--- config.mk ---
export PLATFORM = sky130hd
export DESIGN_NAME = numeric_literal_scanner_flat
export DESIGN_NICKNAME = d
export VERILOG_FILES = /design/src/hw/rtl/nls_pkg.sv /design/src/hw/rtl/nls_char_if.sv /design/src/hw/rtl/nls_lit_if.sv /design/src/hw/rtl/nls_step.sv /design/src/hw/rtl/numeric_literal_scanner.sv /design/src/flat_wrapper.sv
export SDC_FILE = /design/constraint.sdc
export NUM_CORES = 1
export LEC_CHECK = 0
export ABC_AREA = 1
export BUFFER_PORTS_ARGS = -buffer_cell sky130_fd_sc_hd__buf_4
export CORE_MARGIN = 2
export CORE_UTILIZATION = 50
export DETAILED_ROUTE_END_ITERATION = 8
export PLACE_DENSITY = 0.77
export SLEW_MARGIN = 20
export SYNTH_ARGS = -nofsm -noshare
export SYNTH_HDL_FRONTEND = slang
export SYNTH_SLANG_ARGS = --single-unit
--- constraint.sdc ---
create_clock -name clk -period 5.5 [get_ports clk]
set_clock_uncertainty 0.1 [all_clocks]
set_input_delay 0.55 -clock clk [delete_from_list [all_inputs] [get_ports clk]]
set_output_delay 0.55 -clock clk [all_outputs]
set_load 0.03 [all_outputs]
--- src/hw/rtl/nls_pkg.sv ---
// Shared types, character codes and class helpers for the numeric literal scanner.
package nls_pkg;

  localparam int LENGTH_BITS_DEF = 16;
  localparam int CHAR_W          = 21;
  localparam int LEN_OUT_W       = 16;

  typedef logic [CHAR_W-1:0] char_t;

  typedef enum logic [3:0] {
    PH_START      = 4'd0,
    PH_ZERO       = 4'd1,
    PH_INT        = 4'd2,
    PH_DOT        = 4'd3,
    PH_FRAC       = 4'd4,
    PH_EXP_SIGN   = 4'd5,
    PH_EXP_NEED   = 4'd6,
    PH_EXP_DIGITS = 4'd7,
    PH_HEX        = 4'd8,
    PH_BIN        = 4'd9,
    PH_OCT        = 4'd10
  } phase_t;

  typedef enum logic [1:0] {
    KIND_DEC = 2'd0,
    KIND_HEX = 2'd1,
    KIND_BIN = 2'd2,
    KIND_OCT = 2'd3
  } kind_t;

  typedef struct packed {
    phase_t phase;
    kind_t  kind;
    logic   digit_seen;
  } scan_state_t;

  typedef struct packed {
    kind_t      kind;
    logic       status;
    logic [1:0] reread;
  } scan_result_t;

  localparam logic [1:0] INC_NONE = 2'd0;
  localparam logic [1:0] INC_ONE  = 2'd1;
  localparam logic [1:0] INC_TWO  = 2'd2;

  localparam logic [1:0] REREAD_NONE = 2'd0;
  localparam logic [1:0] REREAD_ONE  = 2'd1;
  localparam logic [1:0] REREAD_TWO  = 2'd2;

  localparam logic STATUS_OK  = 1'b0;
  localparam logic STATUS_BAD = 1'b1;

  localparam char_t CH_0     = char_t'(8'h30);
  localparam char_t CH_1     = char_t'(8'h31);
  localparam char_t CH_7     = char_t'(8'h37);
  localparam char_t CH_9     = char_t'(8'h39);
  localparam char_t CH_LO_A  = char_t'(8'h61);
  localparam char_t CH_LO_F  = char_t'(8'h66);
  localparam char_t CH_LO_Z  = char_t'(8'h7a);
  localparam char_t CH_UP_A  = char_t'(8'h41);
  localparam char_t CH_UP_F  = char_t'(8'h46);
  localparam char_t CH_UP_Z  = char_t'(8'h5a);
  localparam char_t CH_LO_X  = char_t'(8'h78);
  localparam char_t CH_UP_X  = char_t'(8'h58);
  localparam char_t CH_LO_B  = char_t'(8'h62);
  localparam char_t CH_UP_B  = char_t'(8'h42);
  localparam char_t CH_LO_O  = char_t'(8'h6f);
  localparam char_t CH_UP_O  = char_t'(8'h4f);
  localparam char_t CH_DOT   = char_t'(8'h2e);
  localparam char_t CH_LO_E  = char_t'(8'h65);
  localparam char_t CH_UP_E  = char_t'(8'h45);
  localparam char_t CH_LO_D  = char_t'(8'h64);
  localparam char_t CH_UP_L  = char_t'(8'h4c);
  localparam char_t CH_PLUS  = char_t'(8'h2b);
  localparam char_t CH_MINUS = char_t'(8'h2d);

  function automatic logic is_dec(char_t c);
    return (c >= CH_0) && (c <= CH_9);
  endfunction

  function automatic logic is_hex(char_t c);
    return is_dec(c) || ((c >= CH_LO_A) && (c <= CH_LO_F)) ||
           ((c >= CH_UP_A) && (c <= CH_UP_F));
  endfunction

  function automatic logic is_alpha(char_t c);
    return ((c >= CH_LO_A) && (c <= CH_LO_Z)) || ((c >= CH_UP_A) && (c <= CH_UP_Z));
  endfunction

  function automatic logic is_exp(char_t c);
    return (c == CH_LO_E) || (c == CH_UP_E);
  endfunction

endpackage

--- src/hw/rtl/nls_char_if.sv ---
// Character stream channel: valid/ready with code point and end marker.
interface nls_char_if;
  import nls_pkg::*;

  logic  valid;
  logic  ready;
  char_t char_code;
  logic  at_end;

  modport source (output valid, output char_code, output at_end, input ready);
  modport sink   (input valid, input char_code, input at_end, output ready);
endinterface

--- src/hw/rtl/nls_lit_if.sv ---
// Literal result channel: valid/ready with kind, status, length and reread count.
interface nls_lit_if;
  import nls_pkg::*;

  logic                 valid;
  logic                 ready;
  logic [1:0]           kind;
  logic                 status;
  logic [LEN_OUT_W-1:0] length;
  logic [1:0]           reread_count;

  modport source (output valid, output kind, output status, output length,
                  output reread_count, input ready);
  modport sink   (input valid, input kind, input status, input length,
                  input reread_count, output ready);
endinterface

--- src/hw/rtl/nls_step.sv ---
// One scanner step: next state, saturating count and optional result for one character.
module nls_step #(
  parameter int LENGTH_BITS = nls_pkg::LENGTH_BITS_DEF
) (
  input  nls_pkg::scan_state_t  state,
  input  logic [LENGTH_BITS-1:0] count,
  input  nls_pkg::char_t        char_code,
  input  logic                  at_end,
  output nls_pkg::scan_state_t  state_next,
  output logic [LENGTH_BITS-1:0] count_next,
  output logic [LENGTH_BITS-1:0] count_sat,
  output logic                  emit,
  output nls_pkg::scan_result_t result
);
  import nls_pkg::*;

  logic                   ds;
  kind_t                  k;
  logic [LENGTH_BITS-1:0] cnt_base;
  logic [1:0]             inc;
  logic                   dint;
  logic                   fin;
  logic                   ch;
  logic [LENGTH_BITS:0]   sum;

  assign ch = !at_end;

  always_comb begin
    ds         = state.digit_seen;
    k          = state.kind;
    cnt_base   = count;
    state_next = state;
    inc        = INC_NONE;
    emit       = 1'b0;
    result     = '{kind: KIND_DEC, status: STATUS_OK, reread: REREAD_NONE};
    dint       = 1'b0;
    fin        = 1'b0;

    case (state.phase)
      PH_ZERO: begin
        if (ch && (char_code == CH_LO_X || char_code == CH_UP_X)) begin
          inc = INC_ONE;
          state_next = '{phase: PH_HEX, kind: KIND_HEX, digit_seen: 1'b0};
        end else if (ch && (char_code == CH_LO_B || char_code == CH_UP_B)) begin
          inc = INC_ONE;
          state_next = '{phase: PH_BIN, kind: KIND_BIN, digit_seen: 1'b0};
        end else if (ch && (char_code == CH_LO_O || char_code == CH_UP_O)) begin
          inc = INC_ONE;
          state_next = '{phase: PH_OCT, kind: KIND_OCT, digit_seen: 1'b0};
        end else begin
          dint = 1'b1;
        end
      end
      PH_INT: begin
        dint = 1'b1;
      end
      PH_DOT: begin
        if (ch && is_dec(char_code)) begin
          inc = INC_TWO;
          state_next.digit_seen = 1'b1;
          state_next.phase = PH_FRAC;
        end else begin
          emit = 1'b1;
          result.status = !ds;
          result.reread = at_end ? REREAD_ONE : REREAD_TWO;
        end
      end
      PH_FRAC: begin
        if (ch && is_dec(char_code)) begin
          inc = INC_ONE;
        end else if (ch && is_exp(char_code)) begin
          inc = INC_ONE;
          state_next.phase = PH_EXP_SIGN;
        end else begin
          fin = 1'b1;
        end
      end
      PH_EXP_SIGN: begin
        if (ch && (char_code == CH_PLUS || char_code == CH_MINUS)) begin
          inc = INC_ONE;
          state_next.phase = PH_EXP_NEED;
        end else if (ch && is_dec(char_code)) begin
          inc = INC_ONE;
          state_next.phase = PH_EXP_DIGITS;
        end else begin
          emit = 1'b1;
          result.status = STATUS_BAD;
          result.reread = at_end ? REREAD_NONE : REREAD_ONE;
        end
      end
      PH_EXP_NEED: begin
        if (ch && is_dec(char_code)) begin
          inc = INC_ONE;
          state_next.phase = PH_EXP_DIGITS;
        end else begin
          emit = 1'b1;
          result.status = STATUS_BAD;
          result.reread = at_end ? REREAD_NONE : REREAD_ONE;
        end
      end
      PH_EXP_DIGITS: begin
        if (ch && is_dec(char_code)) begin
          inc = INC_ONE;
        end else begin
          fin = 1'b1;
        end
      end
      PH_HEX: begin
        if (ch && is_hex(char_code)) begin
          inc = INC_ONE;
          state_next.digit_seen = 1'b1;
        end else begin
          fin = 1'b1;
        end
      end
      PH_BIN: begin
        if (ch && (char_code == CH_0 || char_code == CH_1)) begin
          inc = INC_ONE;
          state_next.digit_seen = 1'b1;
        end else if (ch && is_dec(char_code)) begin
          emit = 1'b1;
          result.status = STATUS_BAD;
          result.reread = REREAD_ONE;
        end else begin
          fin = 1'b1;
        end
      end
      PH_OCT: begin
        if (ch && (char_code >= CH_0) && (char_code <= CH_7)) begin
          inc = INC_ONE;
          state_next.digit_seen = 1'b1;
        end else if (ch && is_dec(char_code)) begin
          emit = 1'b1;
          result.status = STATUS_BAD;
          result.reread = REREAD_ONE;
        end else begin
          fin = 1'b1;
        end
      end
      default: begin
        // start of a literal: state is cleared before the character is used
        ds = 1'b0;
        k = KIND_DEC;
        cnt_base = '0;
        state_next = '{phase: PH_START, kind: KIND_DEC, digit_seen: 1'b0};
        if (ch && char_code == CH_0) begin
          inc = INC_ONE;
          state_next.digit_seen = 1'b1;
          state_next.phase = PH_ZERO;
        end else begin
          dint = 1'b1;
        end
      end
    endcase

    if (dint) begin
      if (ch && is_dec(char_code)) begin
        inc = INC_ONE;
        state_next.digit_seen = 1'b1;
        state_next.phase = PH_INT;
      end else if (ch && char_code == CH_DOT) begin
        state_next.phase = PH_DOT;
      end else if (ch && is_exp(char_code) && ds) begin
        inc = INC_ONE;
        state_next.phase = PH_EXP_SIGN;
      end else begin
        fin = 1'b1;
      end
    end

    if (fin) begin
      emit = 1'b1;
      if (at_end) begin
        result.status = !ds;
        result.reread = REREAD_NONE;
      end else if (!ds) begin
        result.status = STATUS_BAD;
        result.reread = REREAD_ONE;
      end else if (is_alpha(char_code)) begin
        if (char_code == CH_LO_F || char_code == CH_LO_D || char_code == CH_UP_L) begin
          inc = INC_ONE;
          result.status = STATUS_OK;
          result.reread = REREAD_NONE;
        end else begin
          result.status = STATUS_BAD;
          result.reread = REREAD_ONE;
        end
      end else begin
        result.status = STATUS_OK;
        result.reread = REREAD_ONE;
      end
    end

    result.kind = k;
    if (emit) begin
      state_next = '{phase: PH_START, kind: KIND_DEC, digit_seen: 1'b0};
    end
  end

  assign sum        = {1'b0, cnt_base} + (LENGTH_BITS+1)'(inc);
  assign count_sat  = sum[LENGTH_BITS] ? '1 : sum[LENGTH_BITS-1:0];
  assign count_next = emit ? '0 : count_sat;

endmodule

--- src/hw/rtl/numeric_literal_scanner.sv ---
// Top level of the numeric literal scanner: state registers and result register.
//
//   channel   role   payload
//   text      sink   char_code[20:0], at_end
//   token     source kind[1:0], status, length[15:0], reread_count[1:0]
//
// One character per cycle while text.ready is high; a result appears in the cycle after
// the transaction that decides the literal, held in the result register.
// Synchronous reset returns the scanner to its start state and drops any result.
// text.ready falls only while a result is held and token.ready is low.
module numeric_literal_scanner #(
  parameter int LENGTH_BITS = nls_pkg::LENGTH_BITS_DEF
) (
  input  logic          clk,
  input  logic          rst,
  nls_char_if.sink      text,
  nls_lit_if.source     token
);
  import nls_pkg::*;

  scan_state_t            state;
  scan_state_t            state_next;
  logic [LENGTH_BITS-1:0] count;
  logic [LENGTH_BITS-1:0] count_next;
  logic [LENGTH_BITS-1:0] count_sat;
  logic                   emit;
  scan_result_t           result;
  logic                   accept;
  logic [31:0]            len_wide;

  nls_step #(.LENGTH_BITS(LENGTH_BITS)) u_step (
    .state      (state),
    .count      (count),
    .char_code  (text.char_code),
    .at_end     (text.at_end),
    .state_next (state_next),
    .count_next (count_next),
    .count_sat  (count_sat),
    .emit       (emit),
    .result     (result)
  );

  assign text.ready = !token.valid || token.ready;
  assign accept     = text.valid && text.ready;
  assign len_wide   = 32'(count_sat);

  always_ff @(posedge clk) begin
    if (rst) begin
      state <= '{phase: PH_START, kind: KIND_DEC, digit_seen: 1'b0};
      count <= '0;
    end else if (accept) begin
      state <= state_next;
      count <= count_next;
    end
  end

  always_ff @(posedge clk) begin
    if (rst) begin
      token.valid <= 1'b0;
    end else if (accept && emit) begin
      token.valid <= 1'b1;
    end else if (token.ready) begin
      token.valid <= 1'b0;
    end
  end

  always_ff @(posedge clk) begin
    if (accept && emit) begin
      token.kind         <= result.kind;
      token.status       <= result.status;
      token.length       <= len_wide[LEN_OUT_W-1:0];
      token.reread_count <= result.reread;
    end
  end

endmodule

--- src/flat_wrapper.sv ---
// flat-port wrapper written by rule: the top's interface ports become plain ports
module numeric_literal_scanner_flat import nls_pkg::*;
#(
  parameter int LENGTH_BITS = nls_pkg::LENGTH_BITS_DEF
)
  (clk, rst, text_valid, text_char_code, text_at_end, text_ready, token_valid, token_kind, token_status, token_length, token_reread_count, token_ready);
  nls_char_if text_i ();
  nls_lit_if token_i ();
  input  logic clk;
  input  logic rst;
  input wire logic [$bits(text_i.valid)-1:0] text_valid;
  input wire logic [$bits(text_i.char_code)-1:0] text_char_code;
  input wire logic [$bits(text_i.at_end)-1:0] text_at_end;
  output wire logic [$bits(text_i.ready)-1:0] text_ready;
  output wire logic [$bits(token_i.valid)-1:0] token_valid;
  output wire logic [$bits(token_i.kind)-1:0] token_kind;
  output wire logic [$bits(token_i.status)-1:0] token_status;
  output wire logic [$bits(token_i.length)-1:0] token_length;
  output wire logic [$bits(token_i.reread_count)-1:0] token_reread_count;
  input wire logic [$bits(token_i.ready)-1:0] token_ready;
  assign text_i.valid = text_valid;
  assign text_i.char_code = text_char_code;
  assign text_i.at_end = text_at_end;
  assign text_ready = text_i.ready;
  assign token_valid = token_i.valid;
  assign token_kind = token_i.kind;
  assign token_status = token_i.status;
  assign token_length = token_i.length;
  assign token_reread_count = token_i.reread_count;
  assign token_i.ready = token_ready;
  numeric_literal_scanner #(.LENGTH_BITS(LENGTH_BITS)) u_core (.clk(clk), .rst(rst), .text(text_i), .token(token_i));
endmodule
=== Word-level counts from Yosys, hierarchy flattened ===
Index checks and enable logic that the tools add are counted.

* Order comparisons: 9
* Mux-type cells: 88
* Reductions and logical operators: 45
* Eq/ne operators: 28
* Add/subtract/negate cells: 1

{| class="wikitable"
|+ Operator list
! operator !! count
|-
| 21-bit by 7-bit equality test with 1-bit output, second input constant || 11
|-
| 21-bit by 6-bit equality test with 1-bit output, second input constant || 5
|-
| 21-bit by 7-bit <= comparator with 1-bit output, second input constant || 4
|-
| 16-bit two-way mux || 3
|-
| 21-bit by 7-bit greater-or-equal comparator with 1-bit output, second input constant || 2
|-
| 21-bit by 6-bit <= comparator with 1-bit output, second input constant || 2
|-
| 1-bit two-way mux || 42
|-
| 4-bit two-way mux || 9
|-
| 3-bit two-way mux || 11
|-
| 7-bit two-way mux || 4
|-
| 4-bit one-hot mux with 6 select lines || 1
|-
| 2-bit two-way mux || 11
|-
| 21-bit by 6-bit greater-or-equal comparator with 1-bit output, second input constant || 1
|-
| 1-bit logical AND || 20
|-
| 2-bit one-hot mux with 9 select lines || 1
|-
| 16-bit by 2-bit adder with 17-bit output || 1
|-
| 4-bit by 3-bit equality test with 1-bit output, second input constant || 4
|-
| 3-bit one-hot mux with 5 select lines || 1
|-
| 4-bit equality test, second input constant || 3
|-
| 1-bit logical OR || 12
|-
| 10-bit OR reduction || 1
|-
| 5-bit OR reduction || 2
|-
| 9-bit OR reduction || 1
|-
| 4-bit by 2-bit equality test with 1-bit output, second input constant || 2
|-
| 13 further kinds || 17
|}

* Register bits after elaboration: 45
* Input bits: 26
* Output and inout bits: 23

=== Longest topological paths before layout ===
* Word-level depth: 19
* Depth in mapped cells: 29
* Depth with buffers taken out: 29

=== Modules after synthesis ===
From an unflattened synthesis, not the netlist that was laid out.

* Cell total of the unflattened synthesis: 667
* Area, all modules: 4048.9 µm²

{| class="wikitable"
|+ Modules (own cells, without submodules)
! module !! cells an instance !! times used !! seq. area each (µm²) !! area an instance (µm²)
|-
| nls_step || 485 || 1 || 0.0 || 2269.7
|-
| numeric_literal_scanner || 182 || 1 || 1111.1 || 1779.2
|}

=== Worst setup path before layout ===
OpenSTA, ideal clock, no wires.

* Path kind: in2reg
* From: input port text_char_code[18]
* To: register u_core.token.length[15], data pin
* Setup slack: 1925 ps
* Data arrival time: 3199 ps
* Path buffers: 2
* Required time: 5124 ps
* Stages: 22
* Cells stage by stage: nor2_1 -> nand2_4 -> nor2_8 -> nand3_2 -> nand2_1 -> inv_1 -> nand2_2 -> buf_6 -> nand2_1 -> o211ai_1 -> o311ai_0 -> nor3_1 -> nand2_1 -> ha_1 -> fa_1 -> nand2_1 -> nor2_2 -> nand3_2 -> nor2_2 -> nand3_2 -> buf_2 -> nand3_1

* Longest elaborated chain between the ends: 18
* Elaborated cells on any way between the ends: 94
* Classes of those cells: add/sub (1); order compare (9); eq/ne (16); mux (39); reduce/logical (29)

{| class="wikitable"
|+ RTL lines
! what !! line !! source
|-
| start, declared || flat_wrapper.sv:12 || <nowiki>input wire logic [$bits(text_i.char_code)-1:0] text_char_code;</nowiki>
|-
| 21-bit by 6-bit greater-or-equal comparator with 1-bit output (tied with other cells) || nls_pkg.sv:79, nls_step.sv:129 ||
|-
| 1-bit logical AND (tied with other cells) || nls_pkg.sv:79 || <nowiki>return (c >= CH_0) && (c <= CH_9);</nowiki>
|-
| 1-bit logical OR or 1-bit logical AND (tied branches) || nls_pkg.sv:83, nls_step.sv:47 ||
|-
| 1-bit logical OR or 1-bit two-way mux (tied branches) || nls_pkg.sv:83, nls_step.sv:47 ||
|-
| 1-bit logical AND or 1-bit two-way mux (tied branches) || nls_step.sv:109, nls_step.sv:44 ||
|-
| 1-bit two-way mux (on tied branches) || nls_step.sv:109, nls_step.sv:41 ||
|-
| 2-bit one-hot mux with 9 select lines || nls_step.sv:39 || <nowiki>case (state.phase)</nowiki>
|-
| 2-bit two-way mux || nls_step.sv:163 || <nowiki>end else if (ch && is_exp(char_code) && ds) begin</nowiki>
|-
| [3 not listed] || - ||
|-
| 2-bit two-way mux || nls_step.sv:180 || <nowiki>if (char_code == CH_LO_F || char_code == CH_LO_D || char_code == CH_UP_L) begin</nowiki>
|-
| 2-bit two-way mux || nls_step.sv:179 || <nowiki>end else if (is_alpha(char_code)) begin</nowiki>
|-
| 2-bit two-way mux || nls_step.sv:176 || <nowiki>end else if (!ds) begin</nowiki>
|-
| 2-bit two-way mux || nls_step.sv:173 || <nowiki>if (at_end) begin</nowiki>
|-
| 2-bit two-way mux * || nls_step.sv:171 || <nowiki>if (fin) begin</nowiki>
|-
| 16-bit by 2-bit adder with 17-bit output * || nls_step.sv:200 || <nowiki>assign sum = {1'b0, cnt_base} + (LENGTH_BITS+1)'(inc);</nowiki>
|-
| 16-bit two-way mux * || nls_step.sv:201 || <nowiki>assign count_sat = sum[LENGTH_BITS] ? '1 : sum[LENGTH_BITS-1:0];</nowiki>
|-
| via u_core.count_sat[15] || numeric_literal_scanner.sv:25 || <nowiki>logic [LENGTH_BITS-1:0] count_sat;</nowiki>
|-
| end signal, assigned || numeric_literal_scanner.sv:71 || <nowiki>token.length <= len_wide[LEN_OUT_W-1:0];</nowiki>
|-
| end, declared || nls_lit_if.sv:12 || <nowiki>modport source (output valid, output kind, output status, output length,</nowiki>
|}

Mark *: on every way through the listed nets, which the timed path passes. The rest lies on a longest branch.
A chain may end at the register's enable or synchronous reset.

=== Worst setup path after layout ===
* From: register u_core.state[5] (netlist name)
* To: register u_core.token.length[6], data pin

* Longest elaborated chain between the ends: 15
* Elaborated cells on any way between the ends: 34
* Classes of those cells: add/sub (1); eq/ne (10); mux (19); reduce/logical (4)

{| class="wikitable"
|+ RTL lines
! what !! line !! source
|-
| 4-bit equality test (tied with other cells) || nls_step.sv:39 ||
|-
| 10-bit OR reduction (no source line) || - ||
|-
| 1-bit two-way mux || nls_step.sv:39 ||
|-
| 1-bit logical AND || nls_step.sv:163 ||
|-
| 2-bit two-way mux || nls_step.sv:163 ||
|-
| 2-bit two-way mux || nls_step.sv:161 || <nowiki>end else if (ch && char_code == CH_DOT) begin</nowiki>
|-
| 2-bit two-way mux || nls_step.sv:157 || <nowiki>if (ch && is_dec(char_code)) begin</nowiki>
|-
| 2-bit two-way mux || nls_step.sv:156 || <nowiki>if (dint) begin</nowiki>
|-
| 2-bit two-way mux || nls_step.sv:180 ||
|-
| 2-bit two-way mux || nls_step.sv:179 ||
|-
| 2-bit two-way mux || nls_step.sv:176 ||
|-
| 2-bit two-way mux || nls_step.sv:173 ||
|-
| 2-bit two-way mux || nls_step.sv:171 ||
|-
| 16-bit by 2-bit adder with 17-bit output * || nls_step.sv:200 ||
|-
| 16-bit two-way mux * || nls_step.sv:201 ||
|-
| via u_core.count_sat[6] || numeric_literal_scanner.sv:25 ||
|}

Marked as above.

==> qor.txt <==
DIE WIDTH: 91.1 um
Critical Path RT: 5.40 ns
Worst VDD drop: 0.0904 mV
Gr ovfl total: 0
Clock-pin slew on the worst setup and hold paths: 0.08 ns
Share of layout cells above drive strength 1: 19.6%
Worst-path maximum fanout: 20
CTS resizes: 0
Clock latency at the later pin of the worst-skew pair: 0.30 ns
Post-CTS setup repair buffer count: 0
Crit path cell chain: inv_1 > nor2_1 > inv_1 > nand3_2 > buf_4 > inv_1 > nand2_1 > nand3_2 > nand2_1 > o211ai_1 > nor3_1 > nand2_1 > ha_1 > fa_1 > nand2_1 > nor2_2 > nand3_2 > nor2_2 > nand3_2 > o211ai_1
CTS root buffer: clkbuf_8
CTS HTree Levels: 2
CTS max path bufs: 2
First drt pass iteration count: 5
Total Power: 704 uW
NetSw: 169 uW
Most common cell in the netlist: nand2_1
Synthesized area per cell: 6.52 um^2
Setup Viol. Count Final: 0
Clock tree from TritonCTS: done
Post-synth ARST share: 0%
XOR/XNOR Fraction of Synth Area: 0.462%
PwrDens: 166 nW/um^2
Hold WC Path Type: reg2reg
Fmax: 249 MHz
Startpoint types: flop
Initial DRC count: 248
Vias in the first global route: 3,534
Die area: 8300 um^2
LEAKAGE: 0.00183 uW
FP Rows: 31
Clk pwr share: 35.7%
Simple-gate portion of the synthesized area: 47.1%
Final Hold Viols: 0
Proportion of synthesized area in mux cells: 0%
TritonCTS Buffers: 5
Max_cap viols: 0
Primary FF master, synth: dfxtp_1
Tmin final: 4.02 ns
Fin crit share: 73.2%
Measured slew at the worst slew-check pin: 0.834 ns
DRT antenna net count: 0
Part of the power in combinational logic: 13.3%
DP HPWL: 7080 um
DR vias/cell: 5.40
Synth Instances: 582
Number of synthesized flops with an enable pin: 21
Relative slew slack: 44.3%
Largest net degree at the start of global routing: 25
Area contributors post-synth: edfxtp_1 (17%), nand2_1 (15%), dfxtp_1 (13%), nor2_1 (9.2%), nand3_1 (7.4%)
Switching portion of total power: 23.9%
Vias: 3,886
Syn nets: 611
Syn. warnings: 0
First-pass GRT wire length: 15,600 um
WP data arrival: 3.92 ns
Top cell type's share of synthesized area: 16.6%
Number of synthesized register bits: 45
Unique masters post-synth: 42
Worst hold margin: 0.372 ns
Setup WS pre-CTS: 1.34 ns
Routed WL: 9190 um
Post-layout nets: 649
Hold-fix buffers at CTS: 0
Yosys top cell by area: edfxtp_1
Slew Limit Fails: 0
# diodes: 0
Number of port buffers: 48
Top post-synthesis cells by count: nand2_1 (156), nor2_1 (93), inv_1 (65)
Compound-Gate Fraction of Synth Area: 10.7%
Setup tns final: 0 ns
Status: finished clean
Hold_sp: u_core.count[9]
Final Worst Setup Slack: 1.48 ns
Top-Level Pins: 49
RSZ-0062 raised after global routing: no
Core region area: 7290 um^2
TritonCTS Sinks: 45
Fillcell total: 708
Adder-Cell Fraction of Synth Area: 1.19%
DRC Markers: 0
Reg-to-reg critical path startpoint: u_core.state[5]
Setup CP Type: reg2reg
Starting Density: 52.0%
Crit-path max cell delay: 0.41 ns
Slowest-stage cell, CP: fa_1
Initial antenna violation count: 0
Largest family of logic cells by synthesized area: simple AND/OR/NAND/NOR gates
Final core utilization: 58.2%
Die Y: 91.1 um
Crit. Startpoint: u_core.state[5]
Sequential area share after synthesis: 29.3%
Post-synthesis cell area: 3790 um^2
Placer Congestion: 0.988
Area delta synth->final: 11.9%
GRT Overall Usage: 22.5%
Part of the power in registers: 51.1%
Pint: 536 uW
Routed WL per cell: 12.8 um
CP Capture Type: flop
[critical path, delay by kind of cell (launching register included)]
kind / cells / cell delay, ns
and+or+nand+nor: 12 / 1.57
AOI/OAI and AO/OA: 2 / 0.31
buffers and inverters: 4 / 0.70
adders and majority gates: 2 / 0.64
DFF: 1 / 0.38
[registers in the layout, indices dropped and copies added, names as in the netlist]
| name | count |
|---|---|
| u_core.token.kind | 2 |
| u_core.state | 7 |
| u_core.token.valid | 1 |
| u_core.count | 16 |
| u_core.token.length | 16 |
| u_core.token.status | 1 |
| u_core.token.reread_count | 2 |
[power by group through the flow]
stage                     clock network (uW)  registers (uW)  logic, uW
after floorplan                            0             383       43.3
after global placement                     0             367       92.0
after detailed placement                   0             368       93.2
after CTS                                255             360       93.4
after global routing                     267             360        102
final                                    251             360       93.4
[through the flow]
stage	instances	area, um^2
finish	720	4240
global route	720	4240
CTS	720	4240
detailed placement	712	4130
global placement	712	4130
floorplan	582	3790
[cells in the final DEF (no fill, tap or decap), types with 2 or more instances in the layout]
cell type	count
xor2_1	2
nand3b_1	3
o2111ai_1	4
nand2_4	3
o211ai_1	6
inv_1	65
nor2_4	6
nand2_2	21
nand3_1	56
nor2_1	93
nor2_8	2
clkbuf_8	6
inv_2	5
nor2_2	7
nand3_2	8
a21oi_2	10
ha_1	2
nor3_1	8
buf_4	49
dfxtp_1	24
edfxtp_1	21
nand4_1	12
a21oi_1	20
o21ai_0	18
nand2_1	156
[cell families after synthesis]
| logic type | count (synthesis) |
|---|---|
| adders and majority gates | 3 |
| and+or+nand+nor | 379 |
| AOI/OAI and AO/OA | 64 |
| buffers and inverters | 89 |
| DFF | 45 |
| xor gates and xnor gates | 2 |
[layer usage]
metal	vias to the layer above	track usage [%]	wire (um)
met5	-	0	0
met3	31	3.65	643
met1	1720	27.2	3790
met4	0	8.84	243
met2	176	39.8	4510
li1	1959	-	-
[final timing paths]
path / to / slack (ns) / cells after the start
worst max-delay path: u_core.token.length[6] / 1.48 / 20
worst min-delay path: u_core.count[9] / 0.37 / 2
worst max register to register: u_core.token.length[6] / 1.48 / 20
worst min register to register: u_core.count[9] / 0.37 / 2
[cell type report]
class / count / area [um^2] / share of cell area [%]
multi-input cells: 448 / 2250 / 53.1
repair buffers: 49 / 368 / 8.67
well taps: 99 / 124 / 2.92
clock buffers: 7 / 86.3 / 2.03
inverters: 71 / 272 / 6.40
clock inverters: 1 / 30.0 / 0.708
flip-flops and latches: 45 / 1110 / 26.2
Note: power is estimated with default switching activity, not from simulation.
